$ cat src/design/per_channel_gate_int8_requantize_assert.svh
// assertion helpers for the gate requantize block
// both expect i_clk and i_rst_n in scope
`ifndef PER_CHANNEL_GATE_INT8_REQUANTIZE_ASSERT_SVH
`define PER_CHANNEL_GATE_INT8_REQUANTIZE_ASSERT_SVH

// same-cycle implication
`define PCG_ASSERT_IMP(label, ante, cons, msg) \
    label: assert property (@(posedge i_clk) disable iff (!i_rst_n) (ante) |-> (cons)) \
        else $error(msg);

// next-cycle implication
`define PCG_ASSERT_NEXT(label, ante, cons, msg) \
    label: assert property (@(posedge i_clk) disable iff (!i_rst_n) (ante) |=> (cons)) \
        else $error(msg);

`endif

$ cat src/design/pcg_pkg.sv
`timescale 1ns / 1ps
package pcg_pkg;

    localparam int PCG_MAX_CHANNELS = 256;
    localparam int PCG_PLANE_BITS   = 24;

    localparam int CFG_IDX_W  = 3;
    localparam int CFG_DATA_W = 31;

    localparam int MULT_W   = 31;
    localparam int SHIFT_W  = 6;
    localparam int CHCNT_W  = 9;
    localparam int PLANE_W  = 25;
    localparam int BATCH_W  = 16;
    localparam int MAG_W    = 15;
    localparam int PROD_W   = MAG_W + MULT_W;

    localparam logic [MULT_W-1:0]  MULT_RESET  = 31'd1073741824;
    localparam logic [SHIFT_W-1:0] SHIFT_RESET = 6'd30;

    // command field of an input word
    localparam logic CMD_LOAD    = 1'b0;
    localparam logic CMD_PROCESS = 1'b1;

    typedef enum logic [CFG_IDX_W-1:0] {
        CFG_SCALE_MULT  = 3'd0,
        CFG_SCALE_SHIFT = 3'd1,
        CFG_CHAN_COUNT  = 3'd2,
        CFG_PLANE_SIZE  = 3'd3,
        CFG_BATCH_COUNT = 3'd4
    } t_cfg_index;

    typedef enum logic [2:0] {
        S_IDLE,
        S_MUL,
        S_SCALE,
        S_SHIFT,
        S_SAT
    } t_state;

    typedef struct packed {
        logic accept_load;
        logic accept_proc;
        logic ld_mag;
        logic ld_prod;
        logic ld_shift;
        logic ld_out;
    } t_pcg_cmd;

    typedef struct packed {
        logic out_busy;
    } t_pcg_status;

endpackage

$ cat src/design/pcg_in_if.sv
`timescale 1ns / 1ps
interface pcg_in_if;
    logic              valid;
    logic              ready;
    logic              cmd;
    logic        [7:0] gate_channel;
    logic signed [7:0] gate_value;
    logic signed [7:0] sample;

    modport source (output valid, output cmd, output gate_channel, output gate_value,
                    output sample, input ready);
    modport sink   (input valid, input cmd, input gate_channel, input gate_value,
                    input sample, output ready);
endinterface

$ cat src/design/pcg_out_if.sv
`timescale 1ns / 1ps
interface pcg_out_if;
    logic              valid;
    logic              ready;
    logic signed [7:0] out_value;
    logic              last_of_tensor;

    modport source (output valid, output out_value, output last_of_tensor, input ready);
    modport sink   (input valid, input out_value, input last_of_tensor, output ready);
endinterface

$ cat src/design/per_channel_gate_int8_requantize.sv
`timescale 1ns / 1ps
// flow: a sample word is accepted in idle and walked by the controller through gate read, gate
// product, scale product, shift and round/clamp; the last step waits while the previous result
// word is unclaimed, and no new word is taken until it is done; a load word keeps the block idle
// reset: synchronous, active low; config registers go to defaults, position counters to
// zero, output word dropped; the gate table is not cleared and holds garbage until loaded
`include "per_channel_gate_int8_requantize_assert.svh"
module per_channel_gate_int8_requantize
    import pcg_pkg::*;
#(
    parameter int MAX_CHANNELS = PCG_MAX_CHANNELS,
    parameter int PLANE_BITS   = PCG_PLANE_BITS
) (
    input  logic                  i_clk,
    input  logic                  i_rst_n,
    input  logic                  i_cfg_we,
    input  logic [CFG_IDX_W-1:0]  i_cfg_index,
    input  logic [CFG_DATA_W-1:0] i_cfg_data,
    pcg_in_if.sink                i_sample_ch,
    pcg_out_if.source             o_result_ch
);

    t_pcg_cmd    w_cmd;
    t_pcg_status w_status;

    pcg_ctrl u_ctrl (
        .i_clk      (i_clk),
        .i_rst_n    (i_rst_n),
        .i_in_valid (i_sample_ch.valid),
        .i_in_cmd   (i_sample_ch.cmd),
        .o_in_ready (i_sample_ch.ready),
        .i_status   (w_status),
        .o_cmd      (w_cmd)
    );

    pcg_datapath #(
        .MAX_CHANNELS (MAX_CHANNELS),
        .PLANE_BITS   (PLANE_BITS)
    ) u_datapath (
        .i_clk            (i_clk),
        .i_rst_n          (i_rst_n),
        .i_cfg_we         (i_cfg_we),
        .i_cfg_index      (i_cfg_index),
        .i_cfg_data       (i_cfg_data),
        .i_gate_channel   (i_sample_ch.gate_channel),
        .i_gate_value     (i_sample_ch.gate_value),
        .i_sample         (i_sample_ch.sample),
        .i_out_ready      (o_result_ch.ready),
        .o_out_valid      (o_result_ch.valid),
        .o_out_value      (o_result_ch.out_value),
        .o_last_of_tensor (o_result_ch.last_of_tensor),
        .i_cmd            (w_cmd),
        .o_status         (w_status)
    );

    `PCG_ASSERT_NEXT(a_proc_starts_mul, w_cmd.accept_proc, w_cmd.ld_mag, "sample did not enter the product stage")
    `PCG_ASSERT_IMP(a_out_not_overwritten, w_cmd.ld_out, !w_status.out_busy, "output word overwritten while unclaimed")
    `PCG_ASSERT_IMP(a_accept_on_handshake, w_cmd.accept_load || w_cmd.accept_proc, i_sample_ch.valid && i_sample_ch.ready, "word taken without handshake")
    `PCG_ASSERT_IMP(a_one_step_at_once, 1'b1, $onehot0(w_cmd), "more than one datapath step in a cycle")

endmodule

$ cat src/design/pcg_ctrl.sv
`timescale 1ns / 1ps
module pcg_ctrl
    import pcg_pkg::*;
(
    input  logic        i_clk,
    input  logic        i_rst_n,
    input  logic        i_in_valid,
    input  logic        i_in_cmd,
    output logic        o_in_ready,
    input  t_pcg_status i_status,
    output t_pcg_cmd    o_cmd
);

    t_state r_state;
    t_state n_state;

    always_ff @(posedge i_clk) begin
        if (!i_rst_n) begin
            r_state <= S_IDLE;
        end else begin
            r_state <= n_state;
        end
    end

    always_comb begin
        n_state    = r_state;
        o_cmd      = '0;
        o_in_ready = 1'b0;
        unique case (r_state)
            S_IDLE: begin
                o_in_ready = 1'b1;
                if (i_in_valid) begin
                    if (i_in_cmd == CMD_PROCESS) begin
                        o_cmd.accept_proc = 1'b1;
                        n_state           = S_MUL;
                    end else begin
                        o_cmd.accept_load = 1'b1;
                    end
                end
            end
            S_MUL: begin
                o_cmd.ld_mag = 1'b1;
                n_state      = S_SCALE;
            end
            S_SCALE: begin
                o_cmd.ld_prod = 1'b1;
                n_state       = S_SHIFT;
            end
            S_SHIFT: begin
                o_cmd.ld_shift = 1'b1;
                n_state        = S_SAT;
            end
            S_SAT: begin
                // wait here while the previous word is still unclaimed
                if (!i_status.out_busy) begin
                    o_cmd.ld_out = 1'b1;
                    n_state      = S_IDLE;
                end
            end
            default: begin
                n_state = S_IDLE;
            end
        endcase
    end

endmodule

$ cat src/design/pcg_datapath.sv
`timescale 1ns / 1ps
module pcg_datapath
    import pcg_pkg::*;
#(
    parameter int MAX_CHANNELS = PCG_MAX_CHANNELS,
    parameter int PLANE_BITS   = PCG_PLANE_BITS
) (
    input  logic                  i_clk,
    input  logic                  i_rst_n,
    input  logic                  i_cfg_we,
    input  logic [CFG_IDX_W-1:0]  i_cfg_index,
    input  logic [CFG_DATA_W-1:0] i_cfg_data,
    input  logic            [7:0] i_gate_channel,
    input  logic signed     [7:0] i_gate_value,
    input  logic signed     [7:0] i_sample,
    input  logic                  i_out_ready,
    output logic                  o_out_valid,
    output logic signed     [7:0] o_out_value,
    output logic                  o_last_of_tensor,
    input  t_pcg_cmd              i_cmd,
    output t_pcg_status           o_status
);

    localparam int CH_W  = (MAX_CHANNELS > 1) ? $clog2(MAX_CHANNELS) : 1;
    localparam int CCW   = (CH_W + 1 > CHCNT_W) ? CH_W + 1 : CHCNT_W;
    localparam int PCW   = (PLANE_BITS + 1 > PLANE_W) ? PLANE_BITS + 1 : PLANE_W;
    localparam int BCW   = BATCH_W + 1;

    // configuration
    logic [MULT_W-1:0]  r_scale_mult;
    logic [SHIFT_W-1:0] r_scale_shift;
    logic [CHCNT_W-1:0] r_chan_count;
    logic [PLANE_W-1:0] r_plane_size;
    logic [BATCH_W-1:0] r_batch_count;

    always_ff @(posedge i_clk) begin
        if (!i_rst_n) begin
            r_scale_mult  <= MULT_RESET;
            r_scale_shift <= SHIFT_RESET;
            r_chan_count  <= CHCNT_W'(1);
            r_plane_size  <= PLANE_W'(1);
            r_batch_count <= BATCH_W'(1);
        end else if (i_cfg_we) begin
            unique case (i_cfg_index)
                CFG_SCALE_MULT:  r_scale_mult  <= i_cfg_data[MULT_W-1:0];
                CFG_SCALE_SHIFT: r_scale_shift <= i_cfg_data[SHIFT_W-1:0];
                CFG_CHAN_COUNT:  r_chan_count  <= i_cfg_data[CHCNT_W-1:0];
                CFG_PLANE_SIZE:  r_plane_size  <= i_cfg_data[PLANE_W-1:0];
                CFG_BATCH_COUNT: r_batch_count <= i_cfg_data[BATCH_W-1:0];
                default: ;
            endcase
        end
    end

    // gate table
    logic signed [7:0] r_gate_mem [MAX_CHANNELS];
    logic signed [7:0] r_gate;
    logic [CH_W-1:0]   r_chan_pos;
    logic              w_gate_in_range;

    assign w_gate_in_range = {24'd0, i_gate_channel} < 32'(MAX_CHANNELS);

    always_ff @(posedge i_clk) begin
        if (i_cmd.accept_load && w_gate_in_range) begin
            r_gate_mem[CH_W'(i_gate_channel)] <= i_gate_value;
        end
        if (i_cmd.accept_proc) begin
            r_gate <= r_gate_mem[r_chan_pos];
        end
    end

    // position counters
    logic [PLANE_BITS-1:0] r_plane_pos;
    logic [BATCH_W-1:0]    r_batch_pos;
    logic [PCW-1:0]        w_plane_eff;
    logic [PCW-1:0]        w_plane_inc;
    logic [CCW-1:0]        w_chan_eff;
    logic [CCW-1:0]        w_chan_inc;
    logic [BCW-1:0]        w_batch_eff;
    logic [BCW-1:0]        w_batch_inc;
    logic                  w_plane_wrap;
    logic                  w_chan_wrap;
    logic                  w_batch_wrap;

    always_comb begin
        // zero counts act as one, oversized plane and channel counts are capped
        if (r_plane_size == '0) begin
            w_plane_eff = PCW'(1);
        end else if (PCW'(r_plane_size) > (PCW'(1) << PLANE_BITS)) begin
            w_plane_eff = PCW'(1) << PLANE_BITS;
        end else begin
            w_plane_eff = PCW'(r_plane_size);
        end
        if (r_chan_count == '0) begin
            w_chan_eff = CCW'(1);
        end else if (CCW'(r_chan_count) > CCW'(MAX_CHANNELS)) begin
            w_chan_eff = CCW'(MAX_CHANNELS);
        end else begin
            w_chan_eff = CCW'(r_chan_count);
        end
        w_batch_eff  = (r_batch_count == '0) ? BCW'(1) : {1'b0, r_batch_count};
        w_plane_inc  = PCW'(r_plane_pos) + PCW'(1);
        w_chan_inc   = CCW'(r_chan_pos) + CCW'(1);
        w_batch_inc  = {1'b0, r_batch_pos} + BCW'(1);
        w_plane_wrap = w_plane_inc >= w_plane_eff;
        w_chan_wrap  = w_chan_inc >= w_chan_eff;
        w_batch_wrap = w_batch_inc >= w_batch_eff;
    end

    always_ff @(posedge i_clk) begin
        if (!i_rst_n) begin
            r_plane_pos <= '0;
            r_chan_pos  <= '0;
            r_batch_pos <= '0;
        end else if (i_cmd.accept_load) begin
            r_plane_pos <= '0;
            r_chan_pos  <= '0;
            r_batch_pos <= '0;
        end else if (i_cmd.accept_proc) begin
            if (w_plane_wrap) begin
                r_plane_pos <= '0;
                if (w_chan_wrap) begin
                    r_chan_pos <= '0;
                    r_batch_pos <= w_batch_wrap ? '0 : w_batch_inc[BATCH_W-1:0];
                end else begin
                    r_chan_pos <= w_chan_inc[CH_W-1:0];
                end
            end else begin
                r_plane_pos <= w_plane_inc[PLANE_BITS-1:0];
            end
        end
    end

    // arithmetic stages
    logic signed [7:0]   r_sample;
    logic                r_last;
    logic [MAG_W-1:0]    r_mag;
    logic                r_neg;
    logic [PROD_W-1:0]   r_prod;
    logic [PROD_W-1:0]   r_q;
    logic                r_rnd;
    logic                r_stk;
    logic signed [15:0]  w_gate_prod;
    logic signed [15:0]  w_gate_abs;
    logic [SHIFT_W-1:0]  w_sm1;
    logic [PROD_W-1:0]   w_round_src;
    logic [PROD_W-1:0]   w_stk_mask;
    logic [PROD_W-1:0]   w_q_rounded;
    logic signed [7:0]   w_sat;

    assign w_gate_prod = r_sample * r_gate;
    assign w_gate_abs  = w_gate_prod[15] ? -w_gate_prod : w_gate_prod;
    assign w_sm1       = r_scale_shift - SHIFT_W'(1);
    assign w_round_src = r_prod >> w_sm1;
    assign w_stk_mask  = ~({PROD_W{1'b1}} << w_sm1);

    always_ff @(posedge i_clk) begin
        if (i_cmd.accept_proc) begin
            r_sample <= i_sample;
            r_last   <= w_plane_wrap && w_chan_wrap && w_batch_wrap;
        end
        if (i_cmd.ld_mag) begin
            r_mag <= w_gate_abs[MAG_W-1:0];
            r_neg <= w_gate_prod[15];
        end
        if (i_cmd.ld_prod) begin
            r_prod <= PROD_W'(r_mag) * PROD_W'(r_scale_mult);
        end
        if (i_cmd.ld_shift) begin
            r_q <= r_prod >> r_scale_shift;
            if (r_scale_shift == '0) begin
                r_rnd <= 1'b0;
                r_stk <= 1'b0;
            end else begin
                r_rnd <= w_round_src[0];
                r_stk <= |(r_prod & w_stk_mask);
            end
        end
    end

    // round half to even, then clamp to int8
    always_comb begin
        w_q_rounded = r_q + PROD_W'(r_rnd && (r_stk || r_q[0]));
        if (r_neg) begin
            w_sat = (w_q_rounded > PROD_W'(128)) ? 8'sh80 : -$signed(w_q_rounded[7:0]);
        end else begin
            w_sat = (w_q_rounded > PROD_W'(127)) ? 8'sh7f : $signed(w_q_rounded[7:0]);
        end
    end

    // output register
    logic              r_out_valid;
    logic signed [7:0] r_out_value;
    logic              r_out_last;

    always_ff @(posedge i_clk) begin
        if (!i_rst_n) begin
            r_out_valid <= 1'b0;
        end else if (i_cmd.ld_out) begin
            r_out_valid <= 1'b1;
        end else if (i_out_ready) begin
            r_out_valid <= 1'b0;
        end
    end

    always_ff @(posedge i_clk) begin
        if (i_cmd.ld_out) begin
            r_out_value <= w_sat;
            r_out_last  <= r_last;
        end
    end

    assign o_out_valid       = r_out_valid;
    assign o_out_value       = r_out_value;
    assign o_last_of_tensor  = r_out_last;
    assign o_status.out_busy = r_out_valid && !i_out_ready;

endmodule

$ cat src/flat_wrapper.sv
// flat-port wrapper written by rule: the top's interface ports become plain ports
module per_channel_gate_int8_requantize_flat import pcg_pkg::*;
#(
    parameter int MAX_CHANNELS = PCG_MAX_CHANNELS,
    parameter int PLANE_BITS   = PCG_PLANE_BITS
)
  (i_clk, i_rst_n, i_cfg_we, i_cfg_index, i_cfg_data, i_sample_ch_valid, i_sample_ch_cmd, i_sample_ch_gate_channel, i_sample_ch_gate_value, i_sample_ch_sample, i_sample_ch_ready, o_result_ch_valid, o_result_ch_out_value, o_result_ch_last_of_tensor, o_result_ch_ready);
  pcg_in_if i_sample_ch_i ();
  pcg_out_if o_result_ch_i ();
  input  logic i_clk;
  input  logic i_rst_n;
  input  logic i_cfg_we;
  input  logic [CFG_IDX_W-1:0] i_cfg_index;
  input  logic [CFG_DATA_W-1:0] i_cfg_data;
  input wire logic [$bits(i_sample_ch_i.valid)-1:0] i_sample_ch_valid;
  input wire logic [$bits(i_sample_ch_i.cmd)-1:0] i_sample_ch_cmd;
  input wire logic [$bits(i_sample_ch_i.gate_channel)-1:0] i_sample_ch_gate_channel;
  input wire logic [$bits(i_sample_ch_i.gate_value)-1:0] i_sample_ch_gate_value;
  input wire logic [$bits(i_sample_ch_i.sample)-1:0] i_sample_ch_sample;
  output wire logic [$bits(i_sample_ch_i.ready)-1:0] i_sample_ch_ready;
  output wire logic [$bits(o_result_ch_i.valid)-1:0] o_result_ch_valid;
  output wire logic [$bits(o_result_ch_i.out_value)-1:0] o_result_ch_out_value;
  output wire logic [$bits(o_result_ch_i.last_of_tensor)-1:0] o_result_ch_last_of_tensor;
  input wire logic [$bits(o_result_ch_i.ready)-1:0] o_result_ch_ready;
  assign i_sample_ch_i.valid = i_sample_ch_valid;
  assign i_sample_ch_i.cmd = i_sample_ch_cmd;
  assign i_sample_ch_i.gate_channel = i_sample_ch_gate_channel;
  assign i_sample_ch_i.gate_value = i_sample_ch_gate_value;
  assign i_sample_ch_i.sample = i_sample_ch_sample;
  assign i_sample_ch_ready = i_sample_ch_i.ready;
  assign o_result_ch_valid = o_result_ch_i.valid;
  assign o_result_ch_out_value = o_result_ch_i.out_value;
  assign o_result_ch_last_of_tensor = o_result_ch_i.last_of_tensor;
  assign o_result_ch_i.ready = o_result_ch_ready;
  per_channel_gate_int8_requantize #(.MAX_CHANNELS(MAX_CHANNELS), .PLANE_BITS(PLANE_BITS)) u_core (.i_clk(i_clk), .i_rst_n(i_rst_n), .i_cfg_we(i_cfg_we), .i_cfg_index(i_cfg_index), .i_cfg_data(i_cfg_data), .i_sample_ch(i_sample_ch_i), .o_result_ch(o_result_ch_i));
endmodule
$ cat config.mk
export PLATFORM = sky130hd
export DESIGN_NAME = per_channel_gate_int8_requantize_flat
export DESIGN_NICKNAME = d
export VERILOG_FILES = /design/src/design/pcg_pkg.sv /design/src/design/pcg_in_if.sv /design/src/design/pcg_out_if.sv /design/src/design/per_channel_gate_int8_requantize.sv /design/src/design/pcg_ctrl.sv /design/src/design/pcg_datapath.sv /design/src/flat_wrapper.sv
export VERILOG_INCLUDE_DIRS = /design/src /design/src/design
export SDC_FILE = /design/constraint.sdc
export NUM_CORES = 2
export LEC_CHECK = 0
export BUFFER_PORTS_ARGS = -buffer_cell sky130_fd_sc_hd__buf_2
export CAP_MARGIN = 40
export CORE_UTILIZATION = 64
export DETAILED_ROUTE_END_ITERATION = 10
export HOLD_SLACK_MARGIN = 0.12
export PLACE_DENSITY = 0.82
export SETUP_SLACK_MARGIN = 0.2
export SYNTH_ARGS = -nofsm -noshare
export SYNTH_HDL_FRONTEND = slang
export SYNTH_SLANG_ARGS = --single-unit
$ cat constraint.sdc
create_clock -name i_clk -period 7.4 [get_ports i_clk]
set_clock_uncertainty 0.05 [all_clocks]
set_input_delay 1.11 -clock i_clk [delete_from_list [all_inputs] [get_ports i_clk]]
set_output_delay 1.11 -clock i_clk [all_outputs]
set_load 0.005 [all_outputs]
==> results.yml <==
setup_path:
  crit_type: "flip-flop to flip-flop"
  rr_startpoint: "u_core.u_datapath.r_mag[0]"
  cp_max_fo: 15
  end_kind: "flip-flop"
  worstReg2RegEnd: "u_core.u_datapath.r_prod[41]"
  ff2ff_setup_slack_ps: 510
  path_common_cell: "fa_1"
  crit_path_cell_trace: "buf_4 -> and2_1 -> fa_1 -> inv_1 -> fa_1 -> inv_1 -> fa_1 -> fa_1 -> fa_1 -> inv_1 -> fa_1 -> inv_1 -> ha_1 -> nand4_1 -> a2111oi_4 -> o21ai_1 -> a21oi_2 -> a221oi_4 -> o41ai_4 -> o221ai_1 -> xnor2_1"
  r2r.worst_path.cells: 21
  arrival_ps: 7430
  cp_slowest_cell: "fa_1"
  crit_required_ps: 7930
  slowest_delay_ps: 560
  cp-start-kind: "flip-flop"
sta:
  max_freq_mhz: 145
  tightest_slew_ps: 1070
  period_needed_ps: 6890
  hold_slack_ps: 423
  finalSetupViolations: 0
  rsz0062_at_grt: "false"
  slew_violations: 0
  setup_tns_ps: 0
  fin_ws_ps: 506
  period_share_pct: 93.2
  slew_headroom_pct: 28.6
  final_hold_viol_count: 0
finish:
  utilization_pct: 70.8
  area_delta_synth_final_pct: 9.79
  nNetsFinal: 7764
  n_fill_cell: 10013
  drive_above_1_share_pct: 18.2
synthesis:
  synthMuxAreaShare_pct: 14.8
  synth_fa_ha_area_share_pct: 9.92
  ys_seq_area_share_pct: 60.8
  ys_warn_count: 0
  synth-xor-area-share_pct: 1.02
  synth_common_cells: "2184 x edfxtp_1, 714 x mux4_2, 625 x nand2_1"
  netlist_instances: 6988
  ys_ff_latch: 2323
  post-synth-top-area-cell: "edfxtp_1"
  synth-async-reset-ratio_pct: 0
  synth_area_leaders: "edfxtp_1 58%, mux4_2 14%, fa_1 7.7%, dfxtp_1 2.5%, ha_1 2.2%"
  netlist_area_mm2: 0.112
  synth_top_area_share_pct: 58.4
  synth-edff-count: 2184
  yosysMostFrequentCell: "edfxtp_1"
  synthSimpleGateAreaFrac_pct: 7.13
  synth_compound_area_share_pct: 3.28
  synthFlopType: "edfxtp_1"
  yosys.cell_types.count: 85
  avgSynthCellArea_um2: 16.1
  synth_top_family_by_area: "multiplexers"
  syn_nets: 7683
clock_tree:
  clock_path_buffers: 3
  cts_num_sinks: 2323
  clock_latency_ps: 930
  cts_hold_buf: 0
  root_buffer: "clkbuf_16"
  clk_pin_slew_worst_paths_ps: 70
  htreeDepth: 4
  numCtsBuffers: 216
  cts_tree: "yes"
run:
  maxCapViolations: 0
floorplan:
  io_pins: 75
  rows: 153
  core_area_mm2: 0.174
  start_util_pct: 64.5
  die_h_um: 421
  dieWidth_um: 421
  die-area_mm2: 0.177
min_path:
  hold_depth: 1
  hp-start: "i_sample_ch_gate_value[6]"
  hold_class: "input pin to flip-flop"
  min_to: "u_core.u_datapath.r_gate_mem[237][6]"
detailed_routing:
  routed_wl_um: 325000
  drt-initial-drc-count: 9242
  via_per_inst: 6.99
  drtPass1Iterations: 6
  drc: 0
  wl_per_cell_um: 33.9
  ant_nets: 0
  num_vias: 67051
power_and_ir_drop:
  static-leakage-power_nw: 41.4
  power_mw: 30.5
  ir_drop_mv: 0.380
  power.density_mw_per_mm2: 247
grt:
  grt_pass1_wl_um: 475000
  grt_max_degree: 145
  overflow: 0
  grt_usage_pct: 37.0
  grt_pass1_vias: 68209
  grt_antenna_before_repair: 24
outcome:
  status: "finished, final reports clean"
placed_design:
  hpwlAfterDp_um: 186000
  gp_congestion: 0.948
  place_ws_ps: 64.5
  port_buffers: 74
layout by cell type (no fill, tap or decap), drive strengths merged, types with 37 or more instances in the layout:
cell type     n
mux4        714
ha          201
a21oi       139
dfxtp       139
mux2i        46
clkbuf      265
nand2       626
nor2        410
a21boi       79
o21ai       107
edfxtp     2184
xnor2        94
nand3        91
and2        317
buf         215
and3         42
clkinv      102
fa          430
inv         517
xor2         37
nor3         42
cell families after synthesis:
group / Yosys count
flops: 2323
simple gates: 1695
xor+xnor: 131
mux: 770
buf+inv: 874
fa+ha+maj: 633
compound gates: 562
how the worst max path moves through the flow:
stage,startpoint,endpoint,slack [ps]
CTS,u_core.u_datapath.r_mag[0],u_core.u_datapath.r_prod[41],230
global placement,u_core.u_datapath.r_mag[0],u_core.u_datapath.r_prod[41],210
floorplan,u_core.u_datapath.r_mag[0],u_core.u_datapath.r_prod[41],860
detailed placement,u_core.u_datapath.r_mag[0],u_core.u_datapath.r_prod[41],60
global route,u_core.u_datapath.r_mag[0],u_core.u_datapath.r_prod[41],200
finish,u_core.u_datapath.r_mag[0],u_core.u_datapath.r_prod[41],510
flip-flops by register name, summed over array words and instances (netlist names), 16 cells and up:
name	count
u_core.u_datapath.r_gate_mem	2048
u_core.u_datapath.r_prod	46
u_core.u_datapath.r_q	46
u_core.u_datapath.r_scale_mult	31
u_core.u_datapath.r_plane_size	25
u_core.u_datapath.r_plane_pos	24
u_core.u_datapath.r_batch_count	16
u_core.u_datapath.r_batch_pos	16
layout make-up:
| type | count | area [µm²] | share of cell area, % |
|---|---|---|---|
| clock buffers | 255 | 5660 | 4.59 |
| clock inverters | 154 | 1700 | 1.38 |
| multi-input cells | 3791 | 40700 | 33.0 |
| inverters | 512 | 1920 | 1.56 |
| repair buffers | 225 | 2040 | 1.65 |
| diodes | 7 | 17.5 | 0.0142 |
| well taps | 2325 | 2910 | 2.36 |
| flip-flops and latches | 2323 | 68400 | 55.4 |
worst max-delay path: cells and delay by family (launching register included):
| family | cells | cell delay, ps |
|---|---|---|
| and+or+nand+nor | 2 | 390 |
| AOI/OAI and AO/OA | 6 | 1610 |
| buffers and inverters | 5 | 470 |
| xor gates and xnor gates | 1 | 150 |
| DFF | 1 | 500 |
| adders and majority gates | 7 | 3450 |
metrics by stage:
step / instances / cell area (µm²)
5_1_grt: 9587 / 123000
4_1_cts: 9547 / 123000
3_3_place_gp: 9122 / 115000
6_report: 9592 / 123000
3_5_place_dp: 9138 / 116000
2_1_floorplan: 6988 / 112000
power breakdown:
| group | switching (mW) | internal (mW) |
|---|---|---|
| sequential | 0.165 | 14.6 |
| combinational | 2.43 | 1.37 |
| clock | 5.49 | 6.47 |
| total | 8.09 | 22.4 |
layer usage:
layer	routed length, µm	global-route usage [%]
met2	161000	60.6
met3	33000	7.53
met5	310	0
met1	108000	46.4
met4	22800	21.1
repair_timing:
action | 4_1_cts | 5_1_grt
pin swaps | 0 | 0
buffers inserted | 0 | 17
gates resized for setup | 1 | 13
endpoints found under the setup margin | 3 | 8
Power figures use the tool's default switching activity.
